==> config.mk <==
export PLATFORM = sky130hd
export DESIGN_NAME = i2c_write_only_master_serializer_core
export DESIGN_NICKNAME = d
export VERILOG_FILES = /design/src/rtl/core/i2cwm_pkg.sv /design/src/rtl/core/i2c_write_only_master_serializer_core.sv /design/src/rtl/core/i2cwm_front.sv /design/src/rtl/core/i2cwm_back.sv /design/src/rtl/core/i2cwm_outq.sv
export VERILOG_INCLUDE_DIRS = /design/src /design/src/rtl/core
export SDC_FILE = /design/constraint.sdc
export NUM_CORES = 1
export LEC_CHECK = 0
export ABC_AREA = 0
export ABC_CLOCK_PERIOD_IN_PS = 2200
export BUFFER_PORTS_ARGS = -buffer_cell sky130_fd_sc_hd__buf_4
export CAP_MARGIN = 20
export CORE_ASPECT_RATIO = 2
export CORE_MARGIN = 2
export CORE_UTILIZATION = 55
export CTS_BUF_LIST = sky130_fd_sc_hd__clkbuf_8
export CTS_CLUSTER_SIZE = 40
export DETAILED_ROUTE_END_ITERATION = 7
export HOLD_SLACK_MARGIN = 0.15
export PLACE_DENSITY_LB_ADDON = 0.15
export SETUP_SLACK_MARGIN = 0.02
export SLEW_MARGIN = 20
export SYNTH_ARGS = -nofsm -noshare
export SYNTH_HDL_FRONTEND = slang
export SYNTH_SLANG_ARGS = --single-unit
==> constraint.sdc <==
create_clock -name clk_i -period 2.2 [get_ports clk_i]
set_input_delay 0.11 -clock clk_i [delete_from_list [all_inputs] [get_ports clk_i]]
set_output_delay 0.11 -clock clk_i [all_outputs]
set_load 0.02 [all_outputs]
==> src/rtl/core/i2c_write_only_master_serializer_core_macros.svh <==
// Assertion macros shared by the serializer core modules.
`ifndef I2C_WRITE_ONLY_MASTER_SERIALIZER_CORE_MACROS_SVH
`define I2C_WRITE_ONLY_MASTER_SERIALIZER_CORE_MACROS_SVH

// Checked on every rising edge of clk_i while reset is not asserted.
`define I2CWM_ASSERT(lbl, prop, msg) \
  lbl: assert property (@(posedge clk_i) disable iff (!rst_ni) (prop)) else $error(msg);

// Checked on every rising edge of clk_i, also during reset.
`define I2CWM_ASSERT_ALWAYS(lbl, prop, msg) \
  lbl: assert property (@(posedge clk_i) (prop)) else $error(msg);

`endif

==> src/rtl/core/i2cwm_pkg.sv <==
// Shared types and constants of the write-only I2C master serializer.
`default_nettype none

package i2cwm_pkg;

  // Command codes on the input word.
  localparam logic [1:0] CMD_START = 2'd0;
  localparam logic [1:0] CMD_DATA  = 2'd1;
  localparam logic [1:0] CMD_STOP  = 2'd2;

  // Index of the last bit slot of a byte: the acknowledge slot after the eight data bits.
  localparam logic [3:0] ACK_SLOT = 4'd8;

  // Command kind after classification in the front.
  typedef enum logic [1:0] {
    KIND_START = 2'd0,
    KIND_DATA  = 2'd1,
    KIND_STOP  = 2'd2
  } kind_e;

  // Classified command word handed from the front to the back.
  typedef struct packed {
    kind_e      kind;
    logic [7:0] data;
  } cmd_word_t;

  // One line state as it leaves the block.
  typedef struct packed {
    logic scl;
    logic sda;
    logic drive;
    logic last;
  } line_t;

endpackage

`default_nettype wire

==> src/rtl/core/i2c_write_only_master_serializer_core.sv <==
// A taken command is registered in the sequencer; its line states pass the result queue to the ports.
// The sequencer gives one line state per cycle while a command is sequenced and the result queue has room.
// A short command queue in the front lets the next commands be taken while one is sequenced.
// The unused command code is accepted and dropped and yields no line state.
// Reset is asynchronous and active low: queues empty, SCL level high, lines released.
`default_nettype none

module i2c_write_only_master_serializer_core (
  input  wire logic       clk_i,
  input  wire logic       rst_ni,
  input  wire logic       push,
  output logic            full,
  input  wire logic [1:0] cmd_i,
  input  wire logic [6:0] address_i,
  input  wire logic [7:0] data_byte_i,
  output logic            empty,
  input  wire logic       pop,
  output logic            scl_level_o,
  output logic            sda_level_o,
  output logic            line_drive_o,
  output logic            last_state_o
);

  logic                 cmd_valid;
  i2cwm_pkg::cmd_word_t cmd_word;
  logic                 cmd_take;
  logic                 line_room;
  logic                 line_push;
  i2cwm_pkg::line_t     line_seq;
  i2cwm_pkg::line_t     line_out;

  // Command intake and classification.
  i2cwm_front u_front (
    .clk_i       (clk_i),
    .rst_ni      (rst_ni),
    .push        (push),
    .cmd_i       (cmd_i),
    .address_i   (address_i),
    .data_byte_i (data_byte_i),
    .full        (full),
    .cmd_valid_o (cmd_valid),
    .cmd_o       (cmd_word),
    .cmd_take_i  (cmd_take)
  );

  // Line state sequencer.
  i2cwm_back u_back (
    .clk_i       (clk_i),
    .rst_ni      (rst_ni),
    .cmd_valid_i (cmd_valid),
    .cmd_i       (cmd_word),
    .cmd_take_o  (cmd_take),
    .line_room_i (line_room),
    .line_push_o (line_push),
    .line_o      (line_seq)
  );

  // Result buffering toward the consumer.
  i2cwm_outq u_outq (
    .clk_i  (clk_i),
    .rst_ni (rst_ni),
    .push_i (line_push),
    .line_i (line_seq),
    .room_o (line_room),
    .empty  (empty),
    .pop    (pop),
    .line_o (line_out)
  );

  assign scl_level_o  = line_out.scl;
  assign sda_level_o  = line_out.sda;
  assign line_drive_o = line_out.drive;
  assign last_state_o = line_out.last;

endmodule

`default_nettype wire

==> src/rtl/core/i2cwm_front.sv <==
// Front end: accepts command words, classifies them and queues them for the sequencer.
`default_nettype none

module i2cwm_front (
  input  wire logic                 clk_i,
  input  wire logic                 rst_ni,
  input  wire logic                 push,
  input  wire logic [1:0]           cmd_i,
  input  wire logic [6:0]           address_i,
  input  wire logic [7:0]           data_byte_i,
  output logic                      full,
  output logic                      cmd_valid_o,
  output i2cwm_pkg::cmd_word_t      cmd_o,
  input  wire logic                 cmd_take_i
);

  i2cwm_pkg::cmd_word_t word;
  logic                 keep;
  logic                 wr;
  i2cwm_pkg::cmd_word_t mem_q [2];
  logic                 wr_ptr_q, wr_ptr_d;
  logic                 rd_ptr_q, rd_ptr_d;
  logic [1:0]           count_q, count_d;

  // Classify the incoming word; the start command carries the address with a write bit.
  always_comb begin
    keep      = 1'b1;
    word.kind = i2cwm_pkg::KIND_DATA;
    word.data = data_byte_i;
    unique case (cmd_i)
      i2cwm_pkg::CMD_START: begin
        word.kind = i2cwm_pkg::KIND_START;
        word.data = {address_i, 1'b0};
      end
      i2cwm_pkg::CMD_DATA: begin
        word.kind = i2cwm_pkg::KIND_DATA;
      end
      i2cwm_pkg::CMD_STOP: begin
        word.kind = i2cwm_pkg::KIND_STOP;
      end
      default: begin
        // The unused code is accepted and dropped.
        keep = 1'b0;
      end
    endcase
  end

  assign full        = (count_q == 2'd2);
  assign wr          = push && !full && keep;
  assign cmd_valid_o = (count_q != 2'd0);
  assign cmd_o       = mem_q[rd_ptr_q];

  // Pointer and fill count update of the two-entry command queue.
  always_comb begin
    wr_ptr_d = wr ? !wr_ptr_q : wr_ptr_q;
    rd_ptr_d = cmd_take_i ? !rd_ptr_q : rd_ptr_q;
    count_d  = count_q;
    if (wr && !cmd_take_i) begin
      count_d = count_q + 2'd1;
    end else if (!wr && cmd_take_i) begin
      count_d = count_q - 2'd1;
    end
  end

  always_ff @(posedge clk_i or negedge rst_ni) begin
    if (!rst_ni) begin
      wr_ptr_q <= 1'b0;
      rd_ptr_q <= 1'b0;
      count_q  <= 2'd0;
    end else begin
      wr_ptr_q <= wr_ptr_d;
      rd_ptr_q <= rd_ptr_d;
      count_q  <= count_d;
    end
  end

  // Queue storage needs no reset.
  always_ff @(posedge clk_i) begin
    if (wr) begin
      mem_q[wr_ptr_q] <= word;
    end
  end

endmodule

`default_nettype wire

==> src/rtl/core/i2cwm_back.sv <==
// Back end: sequencer that turns one queued command into its line states.
`default_nettype none

`include "i2c_write_only_master_serializer_core_macros.svh"

module i2cwm_back (
  input  wire logic                 clk_i,
  input  wire logic                 rst_ni,
  input  wire logic                 cmd_valid_i,
  input  wire i2cwm_pkg::cmd_word_t cmd_i,
  output logic                      cmd_take_o,
  input  wire logic                 line_room_i,
  output logic                      line_push_o,
  output i2cwm_pkg::line_t          line_o
);

  typedef enum logic [3:0] {
    ST_IDLE = 4'b0001,
    ST_PRE  = 4'b0010,
    ST_BYTE = 4'b0100,
    ST_STOP = 4'b1000
  } state_e;

  state_e     state_q, state_d;
  logic [1:0] sub_q, sub_d;
  logic [3:0] bit_q, bit_d;
  logic [7:0] shift_q, shift_d;
  logic       clk_lvl_q, clk_lvl_d;
  logic       drv_q, drv_d;
  logic       emit;
  logic       done;

  assign emit        = (state_q != ST_IDLE) && line_room_i;
  assign done        = emit && line_o.last;
  assign cmd_take_o  = cmd_valid_i && ((state_q == ST_IDLE) || done);
  assign line_push_o = emit;

  // Line state of the current step.
  always_comb begin
    line_o.scl   = 1'b1;
    line_o.sda   = 1'b1;
    line_o.drive = drv_q;
    line_o.last  = 1'b0;
    unique case (state_q)
      ST_IDLE: begin
        line_o.scl = clk_lvl_q;
      end
      ST_PRE: begin
        // Both lines high, then SDA low, then SCL low.
        line_o.scl = (sub_q != 2'd2);
        line_o.sda = (sub_q == 2'd0);
      end
      ST_BYTE: begin
        line_o.scl  = (sub_q == 2'd1);
        line_o.sda  = (bit_q == i2cwm_pkg::ACK_SLOT) ? 1'b0 : shift_q[7];
        line_o.last = (bit_q == i2cwm_pkg::ACK_SLOT) && (sub_q == 2'd2);
      end
      ST_STOP: begin
        // SDA low with SCL held, SCL high, SDA high, then release.
        line_o.scl   = (sub_q == 2'd0) ? clk_lvl_q : 1'b1;
        line_o.sda   = (sub_q == 2'd2) || (sub_q == 2'd3);
        line_o.drive = (sub_q == 2'd3) ? 1'b0 : drv_q;
        line_o.last  = (sub_q == 2'd3);
      end
      default: begin
        line_o.scl = clk_lvl_q;
      end
    endcase
  end

  // Step sequencing and loading of the next command.
  always_comb begin
    state_d   = state_q;
    sub_d     = sub_q;
    bit_d     = bit_q;
    shift_d   = shift_q;
    clk_lvl_d = emit ? line_o.scl : clk_lvl_q;
    drv_d     = drv_q;

    if (emit) begin
      unique case (state_q)
        ST_PRE: begin
          if (sub_q == 2'd2) begin
            state_d = ST_BYTE;
            sub_d   = 2'd0;
            bit_d   = 4'd0;
          end else begin
            sub_d = sub_q + 2'd1;
          end
        end
        ST_BYTE: begin
          if (sub_q == 2'd2) begin
            sub_d = 2'd0;
            if (bit_q == i2cwm_pkg::ACK_SLOT) begin
              state_d = ST_IDLE;
            end else begin
              bit_d   = bit_q + 4'd1;
              shift_d = {shift_q[6:0], 1'b0};
            end
          end else begin
            sub_d = sub_q + 2'd1;
          end
        end
        ST_STOP: begin
          if (sub_q == 2'd3) begin
            state_d = ST_IDLE;
            drv_d   = 1'b0;
          end else begin
            sub_d = sub_q + 2'd1;
          end
        end
        default: begin
          state_d = ST_IDLE;
        end
      endcase
    end

    if (cmd_take_o) begin
      sub_d   = 2'd0;
      bit_d   = 4'd0;
      shift_d = cmd_i.data;
      unique case (cmd_i.kind)
        i2cwm_pkg::KIND_START: begin
          state_d = ST_PRE;
          drv_d   = 1'b1;
        end
        i2cwm_pkg::KIND_DATA: begin
          state_d = ST_BYTE;
        end
        i2cwm_pkg::KIND_STOP: begin
          state_d = ST_STOP;
        end
        default: begin
          state_d = ST_IDLE;
        end
      endcase
    end
  end

  always_ff @(posedge clk_i or negedge rst_ni) begin
    if (!rst_ni) begin
      state_q   <= ST_IDLE;
      sub_q     <= 2'd0;
      bit_q     <= 4'd0;
      clk_lvl_q <= 1'b1;
      drv_q     <= 1'b0;
    end else begin
      state_q   <= state_d;
      sub_q     <= sub_d;
      bit_q     <= bit_d;
      clk_lvl_q <= clk_lvl_d;
      drv_q     <= drv_d;
    end
  end

  // The shift register is payload and needs no reset.
  always_ff @(posedge clk_i) begin
    shift_q <= shift_d;
  end

  // A command is only taken when the front offers one.
  `I2CWM_ASSERT(take_needs_valid_a, cmd_take_o |-> cmd_valid_i, "command taken from empty queue")
  // The bit slot never runs past the acknowledge slot.
  `I2CWM_ASSERT(bit_in_range_a, (state_q == ST_BYTE) |-> (bit_q <= i2cwm_pkg::ACK_SLOT),
                "bit slot out of range")
  // The start preamble always drives the lines.
  `I2CWM_ASSERT(pre_drives_a, (emit && (state_q == ST_PRE)) |-> line_o.drive,
                "start preamble with released lines")

endmodule

`default_nettype wire

==> src/rtl/core/i2cwm_outq.sv <==
// Result queue: two-entry buffer between the sequencer and the result ports.
`default_nettype none

`include "i2c_write_only_master_serializer_core_macros.svh"

module i2cwm_outq (
  input  wire logic                 clk_i,
  input  wire logic                 rst_ni,
  input  wire logic                 push_i,
  input  wire i2cwm_pkg::line_t     line_i,
  output logic                      room_o,
  output logic                      empty,
  input  wire logic                 pop,
  output i2cwm_pkg::line_t          line_o
);

  i2cwm_pkg::line_t mem_q [2];
  logic             wr_ptr_q;
  logic             rd_ptr_q;
  logic [1:0]       count_q, count_d;
  logic             rd;

  assign room_o = (count_q != 2'd2);
  assign empty  = (count_q == 2'd0);
  assign rd     = pop && !empty;
  assign line_o = mem_q[rd_ptr_q];

  // Fill count follows the write and read words.
  always_comb begin
    count_d = count_q;
    if (push_i && !rd) begin
      count_d = count_q + 2'd1;
    end else if (!push_i && rd) begin
      count_d = count_q - 2'd1;
    end
  end

  always_ff @(posedge clk_i or negedge rst_ni) begin
    if (!rst_ni) begin
      wr_ptr_q <= 1'b0;
      rd_ptr_q <= 1'b0;
      count_q  <= 2'd0;
    end else begin
      if (push_i) begin
        wr_ptr_q <= !wr_ptr_q;
      end
      if (rd) begin
        rd_ptr_q <= !rd_ptr_q;
      end
      count_q <= count_d;
    end
  end

  // Queue storage needs no reset.
  always_ff @(posedge clk_i) begin
    if (push_i) begin
      mem_q[wr_ptr_q] <= line_i;
    end
  end

  // The sequencer never writes a full queue.
  `I2CWM_ASSERT(no_overflow_a, push_i |-> room_o, "result queue overflow")
  // The fill count stays within the queue depth.
  `I2CWM_ASSERT_ALWAYS(count_range_a, count_q <= 2'd2, "result queue count out of range")

endmodule

`default_nettype wire
==> flow_metrics.py, run 1 <==
metrics = {
    "yosys": {
        "synth.ff_latch_count": 56,
        "synth_top_area_share_pct": 39.5,
        "netlist.top_cell.by_area": "edfxtp_1",
        "netlist_instances": 212,
        "ys_seq_area_share_pct": 57.9,
        "synthFlopType": "edfxtp_1",
        "syn-num-nets": 237,
        "synth-edff-count": 36,
        "synth_area_leaders": "edfxtp_1 (40%), dfrtp_1 (16%), mux2_2 (11%)",
        "synthesis.area_sq_um": 2740,
        "async_flop_share_pct": 35.7,
        "ys_warn_count": 0,
        "avgSynthCellArea_sq_um": 12.9,
        "synth_cell_type_count": 46,
    },
    "final_layout": {
        "layout-drive-gt1-share_pct": 37.1,
        "finalNetCount": 304,
        "area_growth_pct": 27.6,
        "fill_cells": 328,
        "fin_area_sq_um": 3490,
        "diodes": 0,
    },
    "worst_setup_path": {
        "cp_cell_sequence": "buf_4, nor4b_4, nand2_2, o21a_1, o22ai_4, inv_4, ha_4, xor2_1, nor2_1, xor2_1",
        "critPathMaxFanout": 5,
        "cp.required_ns": 2.44,
        "cp_data_arrival_time_ns": 2.36,
        "cp.depth": 10,
        "cpMostUsedCell": "xor2_1",
        "startpoint_type": "flip-flop",
        "criticalPathCategory": "reg2reg",
        "critical_path.top_delay_family": "simple AND/OR/NAND/NOR gates",
        "crit_path_top_delay_cell": "dfstp_2",
        "crit_path_end_kind": "flip-flop",
        "slowest_delay_ns": 0.39,
        "rr_worst_depth": 10,
        "crit_buf_inv": 2,
    },
    "clocking": {
        "clk_pin_slew_ns": 0.09,
        "cts_tree": "built",
        "cts-root-buf": "clkbuf_8",
        "cts_buffers": 5,
        "clk_latency_ns": 0.31,
        "cts.sink_count": 56,
        "clockBufferDepth": 2,
        "cts_max_level": 2,
    },
    "timing": {
        "clock_skew_ns": 0.00784,
        "setup-violations-final": 0,
        "holdWs_ns": 0.160,
        "tightest_slew_ns": 0.684,
        "period_share_pct": 96.7,
        "slew_headroom_pct": 53.7,
        "fmax_ghz": 0.470,
        "rsz0062_at_grt": "yes",
        "period_needed_ns": 2.13,
        "maxSlewViolCount": 0,
        "finalHoldViolations": 0,
    },
    "pwr": {
        "comb_power_share_pct": 46.3,
        "power.total_uw": 4770,
        "ir_drop_uv": 870,
        "p_clk_share_pct": 13.6,
        "pwr_density_cell_nw_per_um2": 1370,
        "power_switching_share_pct": 36.5,
        "p_sw_uw": 1740,
        "seqPwrFrac_pct": 40.1,
        "leakagePower_uw": 0.00138,
        "p_int_uw": 3030,
    },
    "detailed_routing": {
        "routed_wl_mm": 6.00,
        "ant_nets": 0,
        "drt-wirelength-per-cell_um": 17.8,
        "num_vias": 1893,
        "drt-initial-drc-count": 41,
        "drc_errors": 0,
        "vias_per_cell": 5.62,
        "dr.pass1.iters": 4,
    },
    "hold_path": {
        "hp-class": "in2reg",
        "min_delay_path_depth": 4,
    },
    "floorplanning": {
        "design.die.area_sq_um": 5590,
        "rows": 36,
        "core_area_sq_um": 4820,
        "start_util_pct": 56.7,
        "chipWidth_um": 53.9,
        "die_h_um": 104,
        "pin_count": 27,
    },
    "place": {
        "port_buffers": 26,
        "placed_area_sq_um": 3020,
        "gp_congestion": 0.842,
        "place_hpwl_mm": 4.10,
    },
    "global_routing": {
        "grt_max_degree": 21,
        "grt.total_usage_pct": 22.7,
        "grt_pass1_vias": 1957,
        "antenna_found_initial": 0,
        "overflow": 0,
        "grt_pass1_wl_mm": 9.03,
    },
    "job": {
        "drv_cap": 0,
    },
    "status": {
        "outcome": "finished, final reports clean",
    },
}
[synth_stat cells, drive strengths merged (3+ instances only)]
master  instances
edfxtp         36
ha              4
a21oi           5
buf             5
nand2b          6
nor3            3
nor4b           4
inv             8
a211oi          5
dfrtp          18
and3            3
nand3           4
nor2           21
o21ai           7
xor2            7
or4b            3
mux2           26
nor2b           5
nand2           9
clkbuf          5
xnor2           6
[cell type report]
class                           instances  area [sq um]  area share, %
Inverter                                8          32.5          0.932
Multi-Input combinational cell        138          1110           31.9
Sequential cell                        56          1590           45.5
Clock inverter                          3          37.5           1.08
Tap cell                               57          71.3           2.04
Timing Repair Buffer                   70           578           16.6
Clock buffer                            5          68.8           1.97
[per-stage QoR]
step	setup WS, ns	util [%]	instances	setup TNS (ns)
6_report	0.0728	72.4	337	0
5_1_grt	-0.0790	72.4	337	-0.302
4_1_cts	0.0221	69.3	323	0
3_5_place_dp	-0.0234	62.6	295	-0.0234
3_3_place_gp	0.0251	62.6	295	0
2_1_floorplan	0.0962	-	212	0
[worst reg2reg max path, stage by stage (launching register included)]
cell	delay [ns]
dfstp_2	0.39
buf_4	0.14
nor4b_4	0.32
nand2_2	0.09
o21a_1	0.22
o22ai_4	0.20
inv_4	0.08
ha_4	0.17
xor2_1	0.14
nor2_1	0.15
xor2_1	0.15
[power groups by stage]
stage               clock network, uW  logic (uW)  registers [uW]
CTS                               663        1950            1930
floorplan                           0        1480            1760
global route                      703        2380            1960
finish                            651        2210            1910
detailed placement                  0        1860            1940
global placement                    0        1790            1920
[registers in the layout, summed over array words and instances (netlist names), 2 cells and up]
| signal | flops |
|---|---|
| u_outq.mem_q | 8 |
| u_outq.count_q | 2 |
| u_back.shift_q | 8 |
| u_front.mem_q | 20 |
| u_back.state_q | 4 |
| u_front.count_q | 2 |
| u_back.bit_q | 4 |
| u_back.sub_q | 2 |
[final timing paths]
path / from / endpoint / slack [ns]
setup / recovery: u_back.state_q[0] / u_front.count_q[1] / 0.07
hold / removal: cmd_i[1] / u_front.wr_ptr_q / 0.16
setup reg to reg: u_back.state_q[0] / u_front.count_q[1] / 0.07
hold reg to reg: u_front.wr_ptr_q / u_front.wr_ptr_q / 0.50
max in group asynchronous: rst_ni / u_back.state_q[0] / 1.71
min in group asynchronous: rst_ni / u_front.rd_ptr_q / 0.21
[placed cells by master, fill, tap and decap left out, types with 2 or more instances in the layout]
| cell | netlist | layout |
|---|---|---|
| nor4b_1 | 2 | 2 |
| clkbuf_8 | 0 | 5 |
| dfstp_2 | 2 | 2 |
| nand3_1 | 4 | 4 |
| nand2_2 | 1 | 2 |
| nand2_1 | 8 | 7 |
| dfrtp_2 | 0 | 3 |
| a211oi_1 | 4 | 4 |
| dfrtp_1 | 18 | 15 |
| and2_1 | 2 | 2 |
| or3_1 | 2 | 2 |
| o2bb2ai_1 | 2 | 2 |
| nand2b_1 | 6 | 6 |
| inv_1 | 7 | 7 |
| clkinv_1 | 0 | 2 |
| a21oi_1 | 5 | 5 |
| mux2_2 | 26 | 25 |
| buf_4 | 1 | 50 |
| xnor2_1 | 6 | 6 |
| and3_1 | 3 | 3 |
| buf_6 | 2 | 2 |
| o21ai_0 | 7 | 7 |
| nor2_1 | 20 | 20 |
| a22oi_1 | 2 | 2 |
| nor2b_1 | 5 | 5 |
| nor4b_4 | 0 | 2 |
| or4b_4 | 2 | 2 |
| mux2i_1 | 2 | 2 |
| xor2_1 | 7 | 7 |
| ha_1 | 4 | 2 |
| dlygate4sd3_1 | 0 | 18 |
| edfxtp_1 | 36 | 36 |
| nor3_2 | 2 | 2 |
[cells by family after synthesis]
family                   after synthesis  share of synthesized area [%]
AO/OA/AOI/OAI                         28                           7.46
XOR/XNOR                              13                           4.16
adder cells (fa/ha/maj)                4                           1.83
buffers and inverters                 18                           3.25
flip-flops                            56                           57.9
multiplexers                          28                           11.4
AND/OR/NAND/NOR                       65                           14.0
[timing repair]
| action | 4_1_cts | 5_1_grt |
|---|---|---|
| endpoints found under the setup margin | 8 | 17 |
| endpoints found under the hold margin | 41 | 0 |
| hold buffers | 18 | 0 |
| pin swaps | 0 | 10 |
| setup buffers | 2 | 14 |
| gates resized for setup | 5 | 16 |
[routing by layer]
| metal | routed length (um) | GRT usage [%] | vias up |
|---|---|---|---|
| met1 | 1860 | 19.5 | 921 |
| met2 | 3650 | 43.6 | 47 |
| met3 | 178 | 4.32 | 22 |
| li1 | - | - | 903 |
| met5 | 0 | 0 | - |
| met4 | 308 | 12.1 | 0 |
No activity file was read; power rests on OpenSTA's default activity.
==> run 2, diff against run 1 <==
--- a/config.mk
+++ b/config.mk
@@ -8,7 +8,7 @@
 export LEC_CHECK = 0
 export ABC_AREA = 0
 export ABC_CLOCK_PERIOD_IN_PS = 2200
-export BUFFER_PORTS_ARGS = -buffer_cell sky130_fd_sc_hd__buf_4
+export BUFFER_PORTS_ARGS = -buffer_cell sky130_fd_sc_hd__clkbuf_2
 export CAP_MARGIN = 20
 export CORE_ASPECT_RATIO = 2
 export CORE_MARGIN = 2
@@ -18,7 +18,6 @@
 export DETAILED_ROUTE_END_ITERATION = 7
 export HOLD_SLACK_MARGIN = 0.15
 export PLACE_DENSITY_LB_ADDON = 0.15
-export SETUP_SLACK_MARGIN = 0.02
 export SLEW_MARGIN = 20
 export SYNTH_ARGS = -nofsm -noshare
 export SYNTH_HDL_FRONTEND = slang
==> run 2 against run 1 <==
Against the previous run: critical path depth decreased by 3; count of clock-buffer cells in the layout unchanged; via count decreased by 3.8%; non-clock buffer count decreased by 5; combinational power about the same; die area unchanged; global-route usage decreased by 1.8 points; sequential share of layout area increased by 0.81 points; clock power increased by 1%; cell count decreased by 1.5%; core utilization decreased by 1.3 points; sequential power about the same; critical path type unchanged; critical endpoint is now u_back.shift_q[4].
==> flow_metrics.py, run 2 (synthesis results as in run 1) <==
metrics = {
    "final_layout": {
        "mostFrequentLayoutCells": "edfxtp_1 (36), clkbuf_2 (26), nor2_1 (20), mux2_2 (20), dlygate4sd3_1 (19)",
        "area_growth_pct": 25.4,
        "seq_area_sq_um": 1590,
        "finalNetCount": 299,
        "fill_cells": 338,
        "fin_area_sq_um": 3430,
        "layout-drive-gt1-share_pct": 35.6,
        "largest_register_ffs": 20,
        "largest-register": "u_front.mem_q",
        "fin_util_pct": 71.2,
        "diodes": 0,
        "reg_top3": "u_front.mem_q x20, u_back.shift_q x8, u_outq.mem_q x8",
        "layout.cells.non_filler": 332,
        "multi_input_area_sq_um": 1120,
        "mostFrequentLayoutCell": "edfxtp_1",
    },
    "floorplanning": {
        "pin_count": 27,
        "design.die.area_sq_um": 5590,
        "rows": 36,
        "core_area_sq_um": 4820,
        "die_h_um": 104,
        "start_util_pct": 56.7,
        "chipWidth_um": 53.9,
    },
    "global_routing": {
        "busiest_layer": "met2",
        "grt_max_degree": 21,
        "met3_usage_pct": 3.17,
        "met1_usage_pct": 18.5,
        "overflow": 0,
        "grt_pass1_wl_mm": 8.34,
        "grt_use_met2_pct": 40.5,
        "grt.total_usage_pct": 20.9,
        "antenna_found_initial": 0,
        "grt_pass1_vias": 1839,
    },
    "worst_setup_path": {
        "cp.required_ns": 2.26,
        "crit_buf_inv": 2,
        "critical_path.top_delay_family": "simple AND/OR/NAND/NOR gates",
        "criticalPathCategory": "reg2reg",
        "crit_path_end_kind": "flip-flop",
        "startpoint_type": "flip-flop",
        "cpMostUsedCell": "buf_12",
        "cp_data_arrival_time_ns": 2.25,
        "slowest_delay_ns": 0.40,
        "critPathMaxFanout": 11,
        "cp_cell_sequence": "buf_12, nor4b_4, nand2_2, o21a_4, o22ai_4, buf_12, mux2_2",
        "crit_path_top_delay_cell": "dfstp_2",
        "reg2reg_setup_slack_ns": 0.01,
    },
    "detailed_routing": {
        "drt-initial-drc-count": 21,
        "num_vias": 1822,
        "vias_per_cell": 5.49,
        "routed_wl_mm": 5.39,
        "drt-wirelength-per-cell_um": 16.2,
        "drc_errors": 0,
        "dr.pass1.iters": 5,
        "ant_nets": 0,
    },
    "timing": {
        "finalHoldViolations": 0,
        "clock_skew_ns": 0.0118,
        "slew_headroom_pct": 52.2,
        "tightest_slew_ns": 0.714,
        "setup-violations-final": 0,
        "rsz0062_at_grt": "yes",
        "holdWs_ns": 0.182,
        "period_share_pct": 99.4,
        "period_needed_ns": 2.19,
        "maxSlewViolCount": 0,
        "fmax_ghz": 0.457,
    },
    "place": {
        "placed_area_sq_um": 2990,
        "gp_congestion": 0.823,
        "port_buffers": 26,
        "place_hpwl_mm": 3.88,
        "dpl.cell_count": 297,
    },
    "clocking": {
        "cts_tree": "built",
        "cts_max_level": 2,
        "cts.sink_count": 56,
        "clockBufferDepth": 2,
        "cts-root-buf": "clkbuf_8",
        "clk_latency_ns": 0.31,
        "clk_pin_slew_ns": 0.10,
        "cts_buffers": 5,
    },
    "pwr": {
        "leakagePower_uw": 0.00138,
        "ir_drop_uv": 998,
        "pwr_density_cell_nw_per_um2": 1390,
    },
    "job": {
        "drv_cap": 0,
    },
    "status": {
        "outcome": "finished, final reports clean",
    },
    "hold_path": {
        "hp-class": "in2reg",
    },
}
-- run 2: power by group --
| part | leakage [uW] | internal [uW] | switching (uW) | total (uW) |
|---|---|---|---|---|
| registers | 0.000574 | 1620 | 294 | 1910 |
| logic | 0.000745 | 1140 | 1060 | 2200 |
| clock network | 0.0000593 | 334 | 324 | 658 |
| total | 0.00138 | 3090 | 1680 | 4770 |
-- run 2: repair_timing --
action / in CTS / in global routing
hold buffers: 19 / 0
pin swaps: 0 / 3
setup buffers: 2 / 6
hold endpoints to repair: 40 / 0
setup endpoints to repair: 8 / 16
resized for setup: 4 / 11
-- run 2: final timing paths --
kind / startpoint / endpoint / depth (start not counted)
max in group asynchronous: rst_ni / u_back.state_q[2] / 2
min in group asynchronous: rst_ni / u_outq.count_q[0] / 2
setup reg to reg: u_back.state_q[0] / u_back.shift_q[4] / 7
hold reg to reg: u_front.count_q[1] / u_front.count_q[1] / 1
setup / recovery: u_back.state_q[0] / u_back.shift_q[4] / 7
hold / removal: cmd_i[1] / u_front.wr_ptr_q / 4
-- run 2: final cells by class --
class,count,area share [%]
clock buffers,5,2.01
inverters,8,0.876
flip-flops and latches,56,46.3
repair buffers,65,14.8
multi-input cells,138,32.8
well taps,57,2.08
clock inverters,3,1.13
-- run 2: layer usage --
layer	wire length, um	share of wire [%]	vias to the layer above
met5	0	0	-
met4	176	3.3	0
met3	154	2.9	14
met2	3210	60	43
met1	1850	34	873
li1	-	-	892
-- run 2: per-stage QoR --
stage | setup slack (ns) | power (uW) | TNS [ns]
after floorplan | 0.0962 | 3240 | 0
after global placement | -0.0552 | 3790 | -0.419
after detailed placement | -0.0573 | 3840 | -0.359
after CTS | 0.00746 | 4600 | 0
after global routing | -0.0642 | 5070 | -0.472
final | 0.0142 | 4770 | 0
-- run 2: tightest hold or removal path: cells and delay by family --
| kind | cells | cell delay (ns) |
|---|---|---|
| xor+xnor | 1 | 0.08 |
| buf+inv | 1 | 0.10 |
| simple gates | 2 | 0.17 |
==> run 3, diff against run 2 <==
--- a/config.mk
+++ b/config.mk
@@ -10,7 +10,7 @@
 export ABC_CLOCK_PERIOD_IN_PS = 2200
 export BUFFER_PORTS_ARGS = -buffer_cell sky130_fd_sc_hd__clkbuf_2
 export CAP_MARGIN = 20
-export CORE_ASPECT_RATIO = 2
+export CORE_ASPECT_RATIO = 0.7
 export CORE_MARGIN = 2
 export CORE_UTILIZATION = 55
 export CTS_BUF_LIST = sky130_fd_sc_hd__clkbuf_8
==> run 3 against run 2 <==
Against the previous run: sequential power hardly changed; global-route usage is 0.72 points lower; cell count is 2.7% higher; worst hold slack better by 0.0048 ns; combinational power is 13% lower; power is 8.7% lower; fmax is 3.5% higher; sequential share of layout area is 1.7 points higher; wire length is 7.6% lower; non-clock buffer count is 3 lower; critical path type unchanged.
==> flow_metrics.py, run 3 (synthesis results as in run 1) <==
metrics = {
    "global_routing": {
        "grt_max_degree": 21,
        "grt_pass1_vias": 1764,
        "overflow": 0,
        "antenna_found_initial": 0,
        "grt_pass1_wl_mm": 8.49,
        "grt.total_usage_pct": 20.2,
    },
    "timing": {
        "clock_skew_ns": 0.00438,
        "final.setup.worst_slack_ns": 0.0881,
        "period_share_pct": 96.0,
        "fmax_ghz": 0.474,
        "setup-violations-final": 0,
        "slew_headroom_pct": 60.3,
        "tightest_slew_ns": 0.596,
        "rsz0062_at_grt": "no",
        "maxSlewViolCount": 0,
        "holdWs_ns": 0.187,
        "finalHoldViolations": 0,
        "period_needed_ns": 2.11,
    },
    "final_layout": {
        "finalNetCount": 296,
        "reg_top3": "u_front.mem_q x20, u_back.shift_q x8, u_outq.mem_q x8",
        "multi_input_area_sq_um": 1070,
        "mostFrequentLayoutCells": "edfxtp_1 (36), mux2_2 (26), clkbuf_2 (26)",
        "area_growth_pct": 21.0,
        "mostFrequentLayoutCell": "edfxtp_1",
        "fill_cells": 362,
        "layout.cells.non_filler": 341,
        "diodes": 0,
        "largest-register": "u_front.mem_q",
        "largest_register_ffs": 20,
        "seq_area_sq_um": 1590,
        "layout-drive-gt1-share_pct": 33.8,
        "fin_util_pct": 69.2,
    },
    "clocking": {
        "cts.sink_count": 56,
        "cts_buffers": 5,
        "clockBufferDepth": 2,
        "clk_latency_ns": 0.30,
        "cts_max_level": 2,
        "clk_pin_slew_ns": 0.09,
        "cts_tree": "built",
        "cts-root-buf": "clkbuf_8",
    },
    "hold_path": {
        "hp-start": "cmd_i[1]",
        "min_delay_path_depth": 4,
        "hp-class": "in2reg",
        "hold_end": "u_front.wr_ptr_q",
    },
    "detailed_routing": {
        "drt-wirelength-per-cell_um": 14.6,
        "vias_per_cell": 5.30,
        "ant_nets": 0,
        "dr.pass1.iters": 4,
        "num_vias": 1809,
        "routed_wl_mm": 4.98,
        "drt-initial-drc-count": 184,
        "drc_errors": 0,
    },
    "worst_setup_path": {
        "crit_path_top_delay_cell": "dfrtp_2",
        "criticalPathCategory": "reg2reg",
        "rr_worst_depth": 9,
        "slowest_delay_ns": 0.48,
        "startpoint_type": "flip-flop",
        "crit_path_end_kind": "flip-flop",
        "cp_cell_sequence": "nor4b_4, nand2_2, o21a_1, o22ai_4, inv_2, ha_1, xor2_1, nor2_1, xor2_1",
        "rr_endpoint": "u_front.count_q[1]",
        "cp_data_arrival_time_ns": 2.34,
        "reg2reg_setup_slack_ns": 0.09,
        "critPathMaxFanout": 7,
        "r2r-start": "u_back.state_q[3]",
        "cpMostUsedCell": "xor2_1",
        "cp.required_ns": 2.43,
    },
    "floorplanning": {
        "design.die.area_sq_um": 5560,
        "pin_count": 27,
        "start_util_pct": 57.2,
        "die_h_um": 63,
        "core_area_sq_um": 4780,
        "chipWidth_um": 88.3,
        "rows": 21,
    },
    "pwr": {
        "power.total_uw": 4350,
        "leakagePower_uw": 0.00132,
        "pwr_density_cell_nw_per_um2": 1310,
        "ir_drop_uv": 698,
    },
    "place": {
        "gp_congestion": 0.867,
        "port_buffers": 26,
        "dp_slack_ns": -0.0205,
        "place_hpwl_mm": 3.50,
        "dpl.cell_count": 312,
    },
    "status": {
        "outcome": "finished, final reports clean",
    },
    "job": {
        "drv_cap": 0,
    },
}
-- run 3: repair_timing --
item / CTS / global route
endpoints found under the hold margin: 40 / 0
hold buffers: 19 / 0
resized for setup: 2 / 4
buffers inserted: 0 / 2
gates cloned: 0 / 0
pin swaps: 0 / 0
setup endpoints to repair: 8 / 19
-- run 3: through the flow --
| stage | cell area, sq um | TNS (ns) |
|---|---|---|
| 2_1_floorplan | 2740 | 0 |
| 3_3_place_gp | 3010 | 0 |
| 3_5_place_dp | 3010 | -0.0879 |
| 4_1_cts | 3290 | 0 |
| 5_1_grt | 3310 | 0 |
| 6_report | 3310 | 0 |
-- run 3: layout make-up --
class / instances / share of cell area (%)
multi-input combinational: 138 / 32.4
tap: 69 / 2.61
clock buffer: 5 / 2.08
sequential: 56 / 48.0
clock inverter: 3 / 0.378
timing repair buffer: 62 / 13.6
inverter: 8 / 0.907
-- run 3: worst max-delay path by stage --
stage | from | endpoint | slack [ns] | depth (start not counted)
floorplan | u_back.state_q[3] | u_front.count_q[1] | 0.1 | 8
global placement | u_back.state_q[2] | u_back.shift_q[6] | 0.03 | 6
detailed placement | u_back.state_q[2] | u_back.shift_q[3] | -0.02 | 6
CTS | u_back.state_q[0] | u_back.shift_q[3] | 0.04 | 4
global route | u_back.state_q[3] | u_back.bit_q[2] | 0.006 | 6
finish | u_back.state_q[3] | u_front.count_q[1] | 0.09 | 9
-- run 3: layer usage --
| layer | vias to the layer above | GRT usage (%) | share of wire, % |
|---|---|---|---|
| met4 | 0 | 5.68 | 1.1 |
| met5 | - | 0 | 0 |
| li1 | 892 | - | - |
| met1 | 867 | 32.1 | 50 |
| met2 | 45 | 28.1 | 44 |
| met3 | 5 | 3.96 | 5.5 |
-- run 3: critical path: cells and delay by family, from the launching register on --
| family | cells | cell delay [ns] |
|---|---|---|
| and+or+nand+nor | 3 | 0.59 |
| DFF | 1 | 0.48 |
| AOI/OAI and AO/OA | 2 | 0.40 |
| xor gates and xnor gates | 2 | 0.29 |
| adders and majority gates | 1 | 0.19 |
| buffers and inverters | 1 | 0.09 |
-- run 3: report_power, final --
group          internal [uW]  total, uW  leakage [uW]  switching, uW
registers               1620       1910      0.000574            294
clock network            215        524     0.0000505            308
logic                    940       1920      0.000694            979
